==> src/tif_pkg.sv <==
// telnet iac filter: shared constants, codes and types
// depends on nothing
package tif_pkg;

  localparam int BYTE_W  = 8;
  localparam int FLAGS_W = 6;
  localparam int OPT_W   = 3;
  localparam int MAX_RES = 3;
  localparam int QDEPTH  = 4;
  localparam int CNT_W   = $clog2(QDEPTH + 1);
  localparam int NRES_W  = $clog2(MAX_RES + 1);

  localparam logic [BYTE_W-1:0] IAC      = 8'hff;
  localparam logic [BYTE_W-1:0] CMD_GA   = 8'd249;
  localparam logic [BYTE_W-1:0] CMD_SB   = 8'd250;
  localparam logic [BYTE_W-1:0] CMD_WILL = 8'd251;
  localparam logic [BYTE_W-1:0] CMD_WONT = 8'd252;
  localparam logic [BYTE_W-1:0] CMD_DO   = 8'd253;
  localparam logic [BYTE_W-1:0] CMD_DONT = 8'd254;

  localparam logic [BYTE_W-1:0] OPT_BINARY = 8'd0;
  localparam logic [BYTE_W-1:0] OPT_ECHO   = 8'd1;
  localparam logic [BYTE_W-1:0] OPT_SGA    = 8'd3;

  localparam logic [OPT_W-1:0] BIT_BINARY = 3'b001;
  localparam logic [OPT_W-1:0] BIT_ECHO   = 3'b010;
  localparam logic [OPT_W-1:0] BIT_SGA    = 3'b100;

  localparam logic OP_DATA    = 1'b0;
  localparam logic OP_SESSION = 1'b1;

  typedef struct packed {
    logic              in_seq;
    logic              have_cmd;
    logic [BYTE_W-1:0] cmd;
    logic [OPT_W-1:0]  peer;
    logic [OPT_W-1:0]  own;
  } state_t;

  typedef struct packed {
    logic               to_network;
    logic [BYTE_W-1:0]  out_byte;
    logic [FLAGS_W-1:0] option_flags;
    logic               last;
  } res_t;

endpackage

==> src/tif_item_if.sv <==
// input channel: received byte or session reset, valid/ready handshake
// depends on tif_pkg
interface tif_item_if;
  import tif_pkg::*;

  logic              valid;
  logic              ready;
  logic              op;
  logic [BYTE_W-1:0] rx_byte;
  logic              chunk_end;

  modport source (output valid, op, rx_byte, chunk_end, input ready);
  modport sink   (input valid, op, rx_byte, chunk_end, output ready);
endinterface

==> src/tif_result_if.sv <==
// result channel: data byte or negotiation reply byte, valid/ready handshake
// depends on tif_pkg
interface tif_result_if;
  import tif_pkg::*;

  logic               valid;
  logic               ready;
  logic               to_network;
  logic [BYTE_W-1:0]  out_byte;
  logic [FLAGS_W-1:0] option_flags;
  logic               last;

  modport source (output valid, to_network, out_byte, option_flags, last, input ready);
  modport sink   (input valid, to_network, out_byte, option_flags, last, output ready);
endinterface

==> src/tif_step.sv <==
// one-byte step of the iac parser: next negotiation state and up to three results
// depends on tif_pkg
module tif_step (
  input  tif_pkg::state_t                      state,
  input  logic                                 op,
  input  logic [tif_pkg::BYTE_W-1:0]           rx_byte,
  output tif_pkg::state_t                      state_next,
  output logic [tif_pkg::NRES_W-1:0]           nres,
  output tif_pkg::res_t [tif_pkg::MAX_RES-1:0] res
);
  import tif_pkg::*;

  logic [OPT_W-1:0]  opt_bit;
  logic              send_data;
  logic              send_reply;
  logic [BYTE_W-1:0] verb;
  logic [FLAGS_W-1:0] flags;

  always_comb begin
    unique case (rx_byte)
      OPT_BINARY: opt_bit = BIT_BINARY;
      OPT_ECHO:   opt_bit = BIT_ECHO;
      OPT_SGA:    opt_bit = BIT_SGA;
      default:    opt_bit = '0;
    endcase
  end

  always_comb begin
    state_next = state;
    send_data  = 1'b0;
    send_reply = 1'b0;
    verb       = CMD_WONT;
    if (op == OP_SESSION) begin
      state_next = '0;
    end else if (!state.in_seq) begin
      if (rx_byte == IAC) begin
        state_next.in_seq = 1'b1;
      end else begin
        send_data = 1'b1;
      end
    end else if (!state.have_cmd) begin
      if (rx_byte == CMD_GA) begin
        state_next.in_seq = 1'b0;
      end else begin
        state_next.cmd      = rx_byte;
        state_next.have_cmd = 1'b1;
        if (state.peer[0] && rx_byte == IAC) begin
          state_next.in_seq   = 1'b0;
          state_next.have_cmd = 1'b0;
          send_data           = 1'b1;
        end
      end
    end else begin
      state_next.in_seq   = 1'b0;
      state_next.have_cmd = 1'b0;
      if (opt_bit == '0) begin
        send_reply = state.cmd > CMD_SB;
      end else if (state.cmd == CMD_WILL) begin
        state_next.peer = state.peer | opt_bit;
      end else if (state.cmd == CMD_WONT) begin
        state_next.peer = state.peer & ~opt_bit;
      end else if (state.cmd == CMD_DO || state.cmd == CMD_DONT) begin
        send_reply = 1'b1;
        if (opt_bit == BIT_BINARY) begin
          if (state.cmd == CMD_DO) begin
            state_next.own = state.own | BIT_BINARY;
            verb           = CMD_WILL;
          end else begin
            state_next.own = state.own & ~BIT_BINARY;
          end
        end else if (opt_bit == BIT_ECHO) begin
          state_next.own = state.own & ~BIT_ECHO;
        end else begin
          state_next.own = state.own | BIT_SGA;
          verb           = CMD_WILL;
        end
      end
    end
  end

  // reply option byte: binary answers carry option 0, others echo the request
  always_comb begin
    flags = {state_next.own, state_next.peer};
    res   = '0;
    nres  = '0;
    if (send_data) begin
      nres   = NRES_W'(1);
      res[0] = '{to_network: 1'b0, out_byte: rx_byte, option_flags: flags, last: 1'b1};
    end else if (send_reply) begin
      nres   = NRES_W'(MAX_RES);
      res[0] = '{to_network: 1'b1, out_byte: IAC, option_flags: flags, last: 1'b0};
      res[1] = '{to_network: 1'b1, out_byte: verb, option_flags: flags, last: 1'b0};
      res[2] = '{to_network: 1'b1, out_byte: rx_byte, option_flags: flags, last: 1'b1};
    end
  end

endmodule

==> src/telnet_iac_filter_top.sv <==
// telnet iac option-negotiation filter, top level
// depends on tif_pkg, tif_item_if, tif_result_if, tif_step
//
// item channel: one received byte per transfer (op data), or a session reset
//   (op session) that clears all negotiation state and gives no result
// result channel: data bytes for the serial side (to_network low) and
//   three-byte iac replies for the network (to_network high); last marks the
//   final result of each input byte, option_flags shows the flags after it
// results are registered in the result queue before they reach the result channel
// throughput: one input byte per cycle while results drain at one per cycle;
//   a reply leaves byte by byte through the single output port of the
//   four-entry result queue, and input waits while more than one entry is held
// reset (rst, synchronous): parser state, flags and result queue are cleared
// receiver stall: results stay in the queue, held stable on the channel;
//   item ready drops once the queue cannot take a full reply
module telnet_iac_filter_top (
  input  logic    clk,
  input  logic    rst,
  tif_item_if.sink     item,
  tif_result_if.source result
);
  import tif_pkg::*;

  state_t                    state;
  state_t                    state_next;
  logic [NRES_W-1:0]         nres;
  res_t [MAX_RES-1:0]        res;
  res_t [QDEPTH-1:0]         queue;
  res_t [QDEPTH-1:0]         queue_next;
  logic [CNT_W-1:0]          cnt;
  logic [CNT_W-1:0]          cnt_next;
  logic [CNT_W-1:0]          base;
  logic [CNT_W-1:0]          npush;
  logic [CNT_W-1:0]          rel;
  logic                      take;
  logic                      pop;

  tif_step u_step (
    .state      (state),
    .op         (item.op),
    .rx_byte    (item.rx_byte),
    .state_next (state_next),
    .nres       (nres),
    .res        (res)
  );

  assign item.ready = cnt <= CNT_W'(QDEPTH - MAX_RES);
  assign take       = item.valid && item.ready;
  assign pop        = result.valid && result.ready;

  assign result.valid        = cnt != '0;
  assign result.to_network   = queue[0].to_network;
  assign result.out_byte     = queue[0].out_byte;
  assign result.option_flags = queue[0].option_flags;
  assign result.last         = queue[0].last;

  always_comb begin
    base     = cnt - CNT_W'(pop);
    npush    = take ? CNT_W'(nres) : '0;
    cnt_next = base + npush;
    for (int i = 0; i < QDEPTH; i++) begin
      if (pop && i < QDEPTH - 1) begin
        queue_next[i] = queue[i + 1];
      end else begin
        queue_next[i] = queue[i];
      end
      rel = CNT_W'(i) - base;
      if (CNT_W'(i) >= base && rel < npush) begin
        queue_next[i] = res[rel[NRES_W-1:0]];
      end
    end
  end

  always_ff @(posedge clk) begin
    if (rst) begin
      state <= '0;
      cnt   <= '0;
    end else begin
      if (take) begin
        state <= state_next;
      end
      cnt <= cnt_next;
    end
  end

  always_ff @(posedge clk) begin
    queue <= queue_next;
  end

endmodule

==> src/flat_wrapper.sv <==
// flat-port wrapper written by rule: the top's interface ports become plain ports
module telnet_iac_filter_top_flat import tif_pkg::*;
  (clk, rst, item_valid, item_op, item_rx_byte, item_chunk_end, item_ready, result_valid, result_to_network, result_out_byte, result_option_flags, result_last, result_ready);
  tif_item_if item_i ();
  tif_result_if result_i ();
  input  logic clk;
  input  logic rst;
  input wire logic [$bits(item_i.valid)-1:0] item_valid;
  input wire logic [$bits(item_i.op)-1:0] item_op;
  input wire logic [$bits(item_i.rx_byte)-1:0] item_rx_byte;
  input wire logic [$bits(item_i.chunk_end)-1:0] item_chunk_end;
  output wire logic [$bits(item_i.ready)-1:0] item_ready;
  output wire logic [$bits(result_i.valid)-1:0] result_valid;
  output wire logic [$bits(result_i.to_network)-1:0] result_to_network;
  output wire logic [$bits(result_i.out_byte)-1:0] result_out_byte;
  output wire logic [$bits(result_i.option_flags)-1:0] result_option_flags;
  output wire logic [$bits(result_i.last)-1:0] result_last;
  input wire logic [$bits(result_i.ready)-1:0] result_ready;
  assign item_i.valid = item_valid;
  assign item_i.op = item_op;
  assign item_i.rx_byte = item_rx_byte;
  assign item_i.chunk_end = item_chunk_end;
  assign item_ready = item_i.ready;
  assign result_valid = result_i.valid;
  assign result_to_network = result_i.to_network;
  assign result_out_byte = result_i.out_byte;
  assign result_option_flags = result_i.option_flags;
  assign result_last = result_i.last;
  assign result_i.ready = result_ready;
  telnet_iac_filter_top u_core (.clk(clk), .rst(rst), .item(item_i), .result(result_i));
endmodule
==> config.mk <==
export PLATFORM = sky130hd
export DESIGN_NAME = telnet_iac_filter_top_flat
export DESIGN_NICKNAME = d
export VERILOG_FILES = /design/src/tif_pkg.sv /design/src/tif_item_if.sv /design/src/tif_result_if.sv /design/src/tif_step.sv /design/src/telnet_iac_filter_top.sv /design/src/flat_wrapper.sv
export SDC_FILE = /design/constraint.sdc
export NUM_CORES = 1
export LEC_CHECK = 0
export ABC_AREA = 1
export BUFFER_PORTS_ARGS = -buffer_cell sky130_fd_sc_hd__buf_2
export CAP_MARGIN = 20
export CORE_ASPECT_RATIO = 0.8
export CORE_MARGIN = 2
export CORE_UTILIZATION = 40
export CTS_CLUSTER_DIAMETER = 120
export DETAILED_ROUTE_END_ITERATION = 7
export PLACE_DENSITY = 0.66
export SLEW_MARGIN = 0
export SYNTH_ARGS = -nofsm -noshare
export SYNTH_HDL_FRONTEND = slang
export SYNTH_SLANG_ARGS = --single-unit
==> constraint.sdc <==
create_clock -name clk -period 6.1 [get_ports clk]
set_input_delay 0.305 -clock clk [delete_from_list [all_inputs] [get_ports clk]]
set_output_delay 0.305 -clock clk [all_outputs]
set_load 0.005 [all_outputs]
======== Word level (Yosys, flattened, before mapping) ========
Cells that the tools add are included.
Widths: inputs -> output; s select.
word-level totals
  flip-flop bits (word level) ............. 83
  input bits .............................. 14
  word-level logic and storage cells ...... 137
operators by class
  add/sub/neg operators ................... 6
  $lt $le $gt $ge ......................... 14
  equal/unequal tests ..................... 12
  multiplexer cells ....................... 63
  bitwise operators ....................... 3
  reduce and logical (&&, ||, !) cells .... 17
operators by type and width
  cell                 count
  $mux 16              12
  $bmux 16 s2          4
  $mux 8               9
  $eq 8x8->1 const B   6
  $mux 48              1
  $mux 32              1
  $mux 3               9
  $mux 1               17
  $mux 15              1
  $lt 2x3->1 const B   4
  $lt 3x3->1           4
  $mux 6               2
  $mux 2               5
  $mux 9               1
  $pmux 3 s3           1
  $eq 8x1->1 const B   1
  $eq 8x2->1 const B   1
  $gt 8x8->1 const B   1
  $logic_not 8->1      1
  $reduce_bool 2->1    4
  $logic_and 1x1->1    7
  $ge 1x3->1 const A   2
  $ge 2x3->1 const A   2
  $sub 1x3->3 const A  2
  other kinds (15)     17

======== Depth between registers and ports, before layout ========
Gate-level depths: netlist of run 1.
  depth after elaboration ................. 17
  depth in mapped cells ................... 18

======== By module ========
Synthesis of run 1 repeated with hierarchy kept, for this count alone.
unflattened totals
  cell total of the unflattened synthesis .. 854
  area total of the unflattened synthesis .. 5916.9 um2
by module, submodules not included
  module                 times used  cells each  area an instance (um2)  sequential area each (um2)
  telnet_iac_filter_top  1           628         4858.4                  2302.2
  tif_step               1           226         1058.5                  0.0

======== Least setup slack after synthesis of run 1 ========
Ideal clock, no wire load.
  kind .................................... flip-flop to flip-flop
  from .................................... register u_core.cnt[2]
  to ...................................... register u_core.queue (netlist bit u_core.result.last) (enable)
  setup time .............................. 0.372 ns
  arrival ................................. 4.094 ns
  setup slack ............................. 1.634 ns
  stages on the path, launching flop included .. 17
  path buffers ............................ 4
  period minus slack after synthesis ...... 4.466 ns
  path through ............................ dfxtp_1 -> nor2_1 -> nand2_1 -> nand2_1 -> inv_1 -> ha_1 -> ha_1 -> inv_1 -> clkbuf_1 -> ha_1 -> clkbuf_1 -> inv_1 -> clkbuf_1 -> ha_1 -> a2111o_1 -> clkbuf_1 -> nand2_1
on the way
  elaborated cells between the ends (all ways) .. 11
  those cells by class .................... 2 x add/sub; 3 x order compare; 1 x mux; 5 x reduce/logical
RTL lines
  element                             line                         source
  start: declaration                  telnet_iac_filter_top.sv:30  logic [CNT_W-1:0] cnt;
  start signal: assignment            telnet_iac_filter_top.sv:82  cnt <= cnt_next;
  $le 3x1->1                          telnet_iac_filter_top.sv:47  assign item.ready = cnt <= CNT_W'(QDEPTH - MAX_RES);
  via item_ready                      flat_wrapper.sv:12           output wire logic [$bits(item_i.ready)-1:0] item_ready;
  $logic_and 1x1->1                   telnet_iac_filter_top.sv:48  assign take = item.valid && item.ready;
  $mux 2                              telnet_iac_filter_top.sv:59  npush = take ? CNT_W'(nres) : '0;
  $lt 3x3->1                          telnet_iac_filter_top.sv:68  if (CNT_W'(i) >= base && rel < npush) begin
  $logic_and 1x1->1                   telnet_iac_filter_top.sv:68
  $reduce_bool 2->1 (no source line)  --
  end signal: assignment              telnet_iac_filter_top.sv:87  queue <= queue_next;
  end: declaration                    telnet_iac_filter_top.sv:28  res_t [QDEPTH-1:0] queue;
The timed path passes the listed nets, and every way through them passes these cells.
A chain may end at the register's enable or synchronous reset.

==> results of run 1 <==
## flip-flops by register name (all words and copies together) (netlist names)
name	cells
u_core.queue	48
u_core.result.to_network	1
u_core.cnt	3
u_core.state	16
u_core.result.option_flags	6
u_core.result.out_byte	8
u_core.result.last	1
## cell families after synthesis
family / share of synthesized area [%]
AND/OR/NAND/NOR: 32.7
AO/OA/AOI/OAI: 11.7
buffers and inverters: 8.01
flip-flops: 43.3
adder cells (fa/ha/maj): 4.15
XOR/XNOR: 0.165
## metrics by stage
stage / area, um2 / setup WS [ns] / instances / hold slack, ns
floorplan: 5310 / 1.63 / 674 / 0.374
global placement: 5530 / 1.57 / 851 / 0.453
detailed placement: 5530 / 1.43 / 851 / 0.462
CTS: 5840 / 1.41 / 867 / 0.249
global route: 5840 / 1.13 / 867 / 0.255
finish: 5840 / 1.32 / 867 / 0.267
## cell usage after synthesis, drive strengths merged (2+ instances only)
cell type / n / area share [%]
a21oi: 60 / 6.0
nand4: 8 / 1.3
o211ai: 4 / 0.66
nor3: 5 / 0.57
nor4: 3 / 0.59
nor2: 42 / 4.2
ha: 16 / 3.8
buf: 20 / 2.9
or2: 4 / 0.47
inv: 50 / 3.6
nand2: 241 / 18
clkbuf: 16 / 1.1
o21ai: 40 / 3.8
edfxtp: 64 / 36
clkinv: 5 / 0.35
nand3b: 2 / 0.28
dfxtp: 19 / 7.2
nand3: 63 / 6.9
o22ai: 6 / 0.71
## worst reg2reg max path, delay by kind of cell, from the launching register on
family          cells  cell delay [ns]
buf+inv             5             1.49
fa+ha+maj           3             1.50
flops               1             0.32
simple gates        4             0.66
compound gates      2             0.50
## metal layers
| metal | vias to the layer above | routed length [um] |
|---|---|---|
| met4 | 0 | 429 |
| met1 | 2201 | 6650 |
| li1 | 2282 | - |
| met3 | 34 | 1290 |
| met5 | - | 0 |
| met2 | 256 | 6340 |
## area by class of cell
class	instances	area [um2]	share of cell area, %
clock buffer	9	225	3.86
clock inverter	7	81.3	1.39
inverter	55	209	3.58
multi-input combinational	500	2590	44.4
sequential	83	2300	39.4
tap	175	219	3.75
timing repair buffer	38	210	3.60
## worst max path at each step
| stage | cells past startpoint | end | start | slack, ns |
|---|---|---|---|---|
| after CTS | 14 | u_core.result.option_flags[4] | u_core.cnt[2] | 1.41 |
| after floorplan | 16 | u_core.result.last | u_core.cnt[2] | 1.63 |
| final | 14 | u_core.result.option_flags[4] | u_core.cnt[2] | 1.32 |
| after global placement | 14 | u_core.result.option_flags[4] | u_core.cnt[2] | 1.57 |
| after detailed placement | 14 | u_core.result.option_flags[4] | u_core.cnt[2] | 1.43 |
| after global routing | 14 | u_core.result.option_flags[4] | u_core.cnt[2] | 1.13 |
## power breakdown
group	total (W)	switching [W]	internal, W	leakage [nW]
logic	0.00187	0.00135	0.000513	1.56
clock network	0.000563	0.000239	0.000324	0.147
registers	0.00112	0.0000640	0.00106	0.762
==> results.cfg, run 1 <==
[routing]
postRouteAntennaNets = 0
viasPerCell = 5.51
wire_per_inst_um = 17.0
finalWirelength_um = 14700
num_vias = 4773
drtIter0Drc = 623
firstDrtPassIters = 6
drc = 0

[synthesis]
ys_async_sr_fraction_pct = 0
synth_cell_types = 48
synth-seq-area-share_pct = 43.3
ys.flop_type = edfxtp_1
syn-num-nets = 705
synthCells = 674
synth_warnings = 0
ys_seq_elements = 83
syn_avg_cell_area_um2 = 7.88
synthesis.area_mm2 = 0.00531
synth-edff-count = 64

[job]
drv_cap = 0

[placement]
io_buffers = 30
hpwlAfterDp_um = 10300
gp_congestion = 0.962

[cts]
cts_hold_buffers = 0
cts_root_buf = clkbuf_16
cts_sinks = 83
clock_latency_ns = 0.34
h-tree-depth = 3
tritoncts = built
clk_pin_slew_worst_paths_ns = 0.07
post_cts_buffers = 0
cts_made_buffers = 9
cts_buffer_depth = 2
cts-resized-gates = 0

[grt]
grtUsageMet3_pct = 3.78
grtUsageTotal_pct = 21.4
use_met2_pct = 31.7
grt_max_degree = 32
grt_pass1_vias = 4403
overflow = 0
top_usage_layer = met2
grt_pass1_wl_um = 23600
antenna_found_initial = 0
gr-usage-met1_pct = 30.3

[finish]
final_cell_mix = nand2_1, edfxtp_1, nand3_1, a21oi_1, inv_1
area_delta_synth_final_pct = 9.87
fill_cells = 1243
nNetsFinal = 718
layout_commonest_cell = nand2_1
drive_above_1_share_pct = 16.2
antenna_cells = 0
fin_util_pct = 45.2

[setup_path]
max_stage_delay_ns = 0.79
worstSetupStartpointType = flop
timing.critical_path.cells = nor2_1, nand2_1, nand2_1, inv_1, ha_1, buf_4, ha_1, inv_1, ha_1, a2111o_1, buf_4, clkinv_1, o211ai_1, nand2_1
critPathBufInv = 5
crit_slowest_cell = ha_1
required_ns = 6.16
r2r_cells = 14
r2r_slack_ns = 1.32
path_delay_family = adder cells
path_class = flop to flop
critPathArrivalTime_ns = 4.84
critPathCaptureType = flop
worst-path-max-fanout = 19
r2r-end = u_core.result.option_flags[4]
r2r-start = u_core.cnt[2]

[timing]
slew_headroom_pct = 38.5
hold_violations = 0
fin_skew_ns = 0.00714
maxSlewViolCount = 0
setup_violations = 0
min_period_ns = 4.78
fmax_mhz = 209
fin_setup_tns_ns = 0
rsz0062_at_grt = no
worst_pin_slew_ns = 0.920
period_share_pct = 78.4

[die]
die_y_um = 107
die_area_mm2 = 0.0142
core-area_mm2 = 0.0129
rows = 37
die_w_um = 133
ioPinCount = 32
start_util_pct = 41.1

[pwr]
p_per_area_mw_per_mm2 = 608
p_total_w = 0.00355
power.leakage_nw = 2.47
vdd_ir_drop_max_mv = 0.344

[hold_path]
whs_path_depth = 3
min_path_type = primary input to flop
hold_start = item_rx_byte[1]
min_to = u_core.state[7]

[run_status]
status = complete, no violations
(Power assumes the default switching activity.)
==> run 2: changes to the inputs <==
==> constraint.sdc (replaced) <==
create_clock -name clk -period 4.7 [get_ports clk]
set_input_delay 0.235 -clock clk [delete_from_list [all_inputs] [get_ports clk]]
set_output_delay 0.235 -clock clk [all_outputs]
set_load 0.005 [all_outputs]
==> run 2 against run 1 <==
Clock power grew 23%. Core utilization unchanged. Register-to-register slack got worse by 0.67 ns. Cell count increased by 0.35%. Clock-buffer cell count is the same. Critical endpoint unchanged. Largest cell class unchanged.
==> results.cfg, run 2 (synthesis results as in run 1) <==
[timing]
setup_violations = 0
fmax_mhz = 247
maxSlewViolCount = 0
fin_setup_tns_ns = 0
worst_pin_slew_ns = 0.924
slew_headroom_pct = 38.2
rsz0062_at_grt = no
hold_violations = 0
fin_skew_ns = 0.00592
period_share_pct = 86.2
min_period_ns = 4.05

[finish]
largest_register_ffs = 48
area_delta_synth_final_pct = 9.87
layout_commonest_cell = nand2_1
nNetsFinal = 721
drive_above_1_share_pct = 16.5
final_cell_mix = nand2_1, edfxtp_1, nand3_1, a21oi_1, inv_1
antenna_cells = 0
largest_register = u_core.queue
final_area_mm2 = 0.00584

[setup_path]
critPathArrivalTime_ns = 4.10
path_class = flop to flop
r2r_slack_ns = 0.65
r2r_cells = 15
r2r-end = u_core.result.option_flags[4]
worstSetupStartpointType = flop
worst-path-max-fanout = 31
critPathCaptureType = flop
r2r-start = u_core.cnt[2]
required_ns = 4.75

[die]
rows = 37
core-area_mm2 = 0.0129
die_y_um = 107
start_util_pct = 41.1
die_w_um = 133
ioPinCount = 32
die_area_mm2 = 0.0142

[placement]
gp_congestion = 0.883
io_buffers = 30
hpwlAfterDp_um = 10600
place_area_mm2 = 0.00555

[job]
drv_cap = 0

[cts]
clk_pin_slew_worst_paths_ns = 0.07
cts_root_buf = clkbuf_16
cts_hold_buffers = 0
cts_buffer_depth = 2
cts_sinks = 83
h-tree-depth = 3
clock_latency_ns = 0.34
cts-resized-gates = 0
cts_made_buffers = 9
post_cts_buffers = 0
tritoncts = built

[pwr]
p_per_area_mw_per_mm2 = 801
power.leakage_nw = 2.48
p_total_w = 0.00468
vdd_ir_drop_max_mv = 0.579

[hold_path]
hold_start = item_rx_byte[1]
min_path_type = primary input to flop
min_to = u_core.state[7]
whs_path_depth = 3

[routing]
finalWirelength_um = 15200
postRouteAntennaNets = 0
viasPerCell = 5.49
drtIter0Drc = 511
num_vias = 4772
firstDrtPassIters = 6
drc = 0
wire_per_inst_um = 17.5

[grt]
use_met2_pct = 35.0
overflow = 0
grt_pass1_vias = 4591
gr-usage-met1_pct = 30.8
grt_max_degree = 32
top_usage_layer = met2
grtUsageMet3_pct = 5.06
grt_pass1_wl_um = 24600
grtUsageTotal_pct = 22.5
antenna_found_initial = 0

[run_status]
status = complete, no violations
[run 2: changes by cell type in the layout (fill, tap and decap cells not counted)]
| cell | delta |
|---|---|
| buf_4 | +3 |
| bufinv_16 | -1 |
| clkinv_2 | +1 |
| clkinv_4 | -1 |
| inv_8 | +1 |
[run 2: worst max-delay path by stage]
| stage | startpoint | end | cells after the start |
|---|---|---|---|
| 6_report | u_core.cnt[2] | u_core.result.option_flags[4] | 15 |
| 5_1_grt | u_core.cnt[2] | u_core.queue[17] | 16 |
| 4_1_cts | u_core.cnt[2] | u_core.queue[22] | 16 |
| 3_5_place_dp | u_core.cnt[2] | u_core.queue[23] | 16 |
| 3_3_place_gp | u_core.cnt[2] | u_core.queue[21] | 16 |
| 2_1_floorplan | u_core.cnt[2] | u_core.result.last | 16 |
[run 2: area by class of cell]
| type | count | area (um2) |
|---|---|---|
| fill | 1275 | 7080 |
| inverter | 55 | 209 |
| multi-input combinational | 500 | 2590 |
| clock buffer | 9 | 225 |
| clock inverter | 7 | 58.8 |
| timing repair buffer | 41 | 233 |
| tap | 175 | 219 |
| sequential | 83 | 2300 |
[run 2: worst max-delay path, stage by stage (launching register included)]
cell and delay (ns):
dfxtp_1 0.32, nor2_1 0.22, nand2_1 0.11, nand2_1 0.15, inv_1 0.06, ha_1 0.20, ha_1 0.31, buf_4 0.25
ha_1 0.25, ha_1 0.17, a21oi_1 0.14, a2111o_1 0.45, buf_4 0.32, clkinv_1 0.39, o211ai_1 0.23, nand2_1 0.17
[run 2: power breakdown]
part           total, W  switching (W)  internal, W
combinational   0.00254        0.00183     0.000704
sequential      0.00145      0.0000783      0.00137
clock          0.000690       0.000321     0.000369
total           0.00468        0.00223      0.00244
[run 2: stage by stage]
step / utilization [%] / std cells / setup slack [ns] / hold WS (ns)
after floorplan: - / 674 / 0.234 / 0.304
after global placement: 43.0 / 854 / 0.738 / 0.451
after detailed placement: 43.0 / 854 / 0.704 / 0.456
after CTS: 45.2 / 870 / 0.660 / 0.172
after global routing: 45.2 / 870 / 0.335 / 0.197
final: 45.2 / 870 / 0.649 / 0.178
[run 2: per-layer routing]
metal	vias to the layer above	wire [um]
met2	238	6730
met3	30	1340
met5	-	0
met1	2220	6830
met4	0	328
li1	2284	-
==> run 3: changes to the inputs <==
--- a/config.mk
+++ b/config.mk
@@ -14,7 +14,8 @@
 export CTS_CLUSTER_DIAMETER = 120
 export DETAILED_ROUTE_END_ITERATION = 7
 export PLACE_DENSITY = 0.66
-export SLEW_MARGIN = 0
+export REMOVE_ABC_BUFFERS = 1
+export SLEW_MARGIN = 20
 export SYNTH_ARGS = -nofsm -noshare
 export SYNTH_HDL_FRONTEND = slang
 export SYNTH_SLANG_ARGS = --single-unit
==> run 3 against run 2 <==
Clock power shrank 0.7%. Power shrank 3.0%. Core utilization is essentially flat. Flip-flop and latch count is the same. Wire length shrank 6.7%. Non-clock buffer count is the same. Register-to-register slack gained 0.26 ns. Hold slack gained 0.0055 ns. Final area is essentially flat. Combinational power shrank 6%. Sequential share of layout area is essentially flat. Largest cell class unchanged. Highest routed layer unchanged.
==> results.cfg, run 3 (synthesis results as in run 1) <==
[cts]
post_cts_buffers = 0
clock_latency_ns = 0.34
h-tree-depth = 3
clk_pin_slew_worst_paths_ns = 0.06
cts_buffer_depth = 2
tritoncts = built
cts_hold_buffers = 0
cts_made_buffers = 9
cts-resized-gates = 0
cts_sinks = 83
cts_root_buf = clkbuf_16

[die]
rows = 37
die_y_um = 107
die_w_um = 133
die_area_mm2 = 0.0142
ioPinCount = 32
core-area_mm2 = 0.0129
start_util_pct = 41.1

[pwr]
p_per_area_mw_per_mm2 = 777
seq_power_share_pct = 32.0
vdd_ir_drop_max_mv = 0.502
p_clk_share_pct = 15.1
power.leakage_nw = 2.47
power_frac_comb_pct = 52.9
internal_power_w = 0.00248
swShare_pct = 45.4
switching_power_w = 0.00206

[placement]
hpwlAfterDp_um = 10100
post-place-ws_ns = 0.887
gp_congestion = 0.913
io_buffers = 30

[grt]
grt_pass1_wl_um = 23000
grt_max_degree = 32
overflow = 0
grtUsageTotal_pct = 20.6
antenna_found_initial = 0
grt_pass1_vias = 4499

[timing]
rsz0062_at_grt = no
worst_pin_slew_ns = 0.849
maxSlewViolCount = 0
finalWorstSetupSlack_ns = 0.914
fin_skew_ns = 0.00365
period_share_pct = 80.6
hold_violations = 0
slew_headroom_pct = 43.2
hold_ws_ns = 0.184
setup_violations = 0
fmax_mhz = 264
min_period_ns = 3.79

[finish]
drive_above_1_share_pct = 16.1
final_cell_mix = nand2_1, edfxtp_1, nand3_1, a21oi_1, inv_1
area_delta_synth_final_pct = 9.82
layout_commonest_cell = nand2_1
largest_register_ffs = 48
antenna_cells = 0
largest_register = u_core.queue
nNetsFinal = 721

[routing]
drtIter0Drc = 473
wire_per_inst_um = 16.4
firstDrtPassIters = 5
finalWirelength_um = 14200
postRouteAntennaNets = 0
num_vias = 4700
viasPerCell = 5.41
drc = 0

[setup_path]
worstSetupStartpointType = flop
worst-path-max-fanout = 27
path_delay_family = simple AND/OR/NAND/NOR gates
timing.critical_path.cells = nor2_1, nand2_1, nand2_1, inv_1, ha_1, ha_1, inv_1, buf_4, ha_1, ha_1, a21oi_1, nand3_1, buf_4, nand2_1
cpMostUsedCell = ha_1
required_ns = 4.67
crit_slowest_cell = nand2_1
critPathArrivalTime_ns = 3.75
critPathBufInv = 4
path_class = flop to flop
critPathCaptureType = flop
max_stage_delay_ns = 0.66

[run_status]
status = complete, no violations

[job]
drv_cap = 0

[hold_path]
min_path_type = primary input to flop
-- run 3: per-layer routing --
metal  GRT usage [%]  vias to the layer above  share of wire [%]  wire, um
met3            3.78                       30                9.0      1280
li1                -                     2276                  -         -
met2            33.1                      224                 45      6400
met4            7.53                        0                2.0       281
met5               0                        -                  0         0
met1            28.0                     2170                 44      6250
-- run 3: final timing paths --
check | startpoint | end | slack [ns] | cells after the start
min reg2reg | u_core.state[1] | u_core.state[1] | 0.47 | 2
min | item_rx_byte[1] | u_core.state[7] | 0.18 | 3
max reg2reg | u_core.cnt[2] | u_core.queue[44] | 0.91 | 14
max | u_core.cnt[2] | u_core.queue[44] | 0.91 | 14
-- run 3: layout make-up --
class                      instances  area [um2]
clock inverter                     5        52.6
inverter                          55         209
timing repair buffer              41         233
tap                              175         219
fill                            1239        7080
multi-input combinational        500        2590
clock buffer                      10         229
sequential                        83        2300
-- run 3: tightest hold or removal path, cell delays in order --
cell and delay (ns):
buf_2 0.13, nand2_1 0.06, a21oi_1 0.05
-- run 3: power groups by stage --
stage	registers, W	clock network (W)	logic (W)
final	0.00145	0.000685	0.00240
after global routing	0.00148	0.000729	0.00269
after CTS	0.00145	0.000698	0.00237
after detailed placement	0.00147	0	0.00236
after global placement	0.00145	0	0.00228
after floorplan	0.00146	0	0.00153
-- run 3: stage by stage --
| step | cells | TNS (ns) | instance area [um2] | util [%] | power, W |
|---|---|---|---|---|---|
| after floorplan | 638 | -5.02 | 5100 | - | 0.00299 |
| after global placement | 854 | 0 | 5550 | 43.0 | 0.00374 |
| after detailed placement | 854 | 0 | 5550 | 43.0 | 0.00383 |
| after CTS | 869 | 0 | 5830 | 45.2 | 0.00452 |
| after global routing | 869 | 0 | 5830 | 45.2 | 0.00490 |
| final | 869 | 0 | 5830 | 45.2 | 0.00453 |
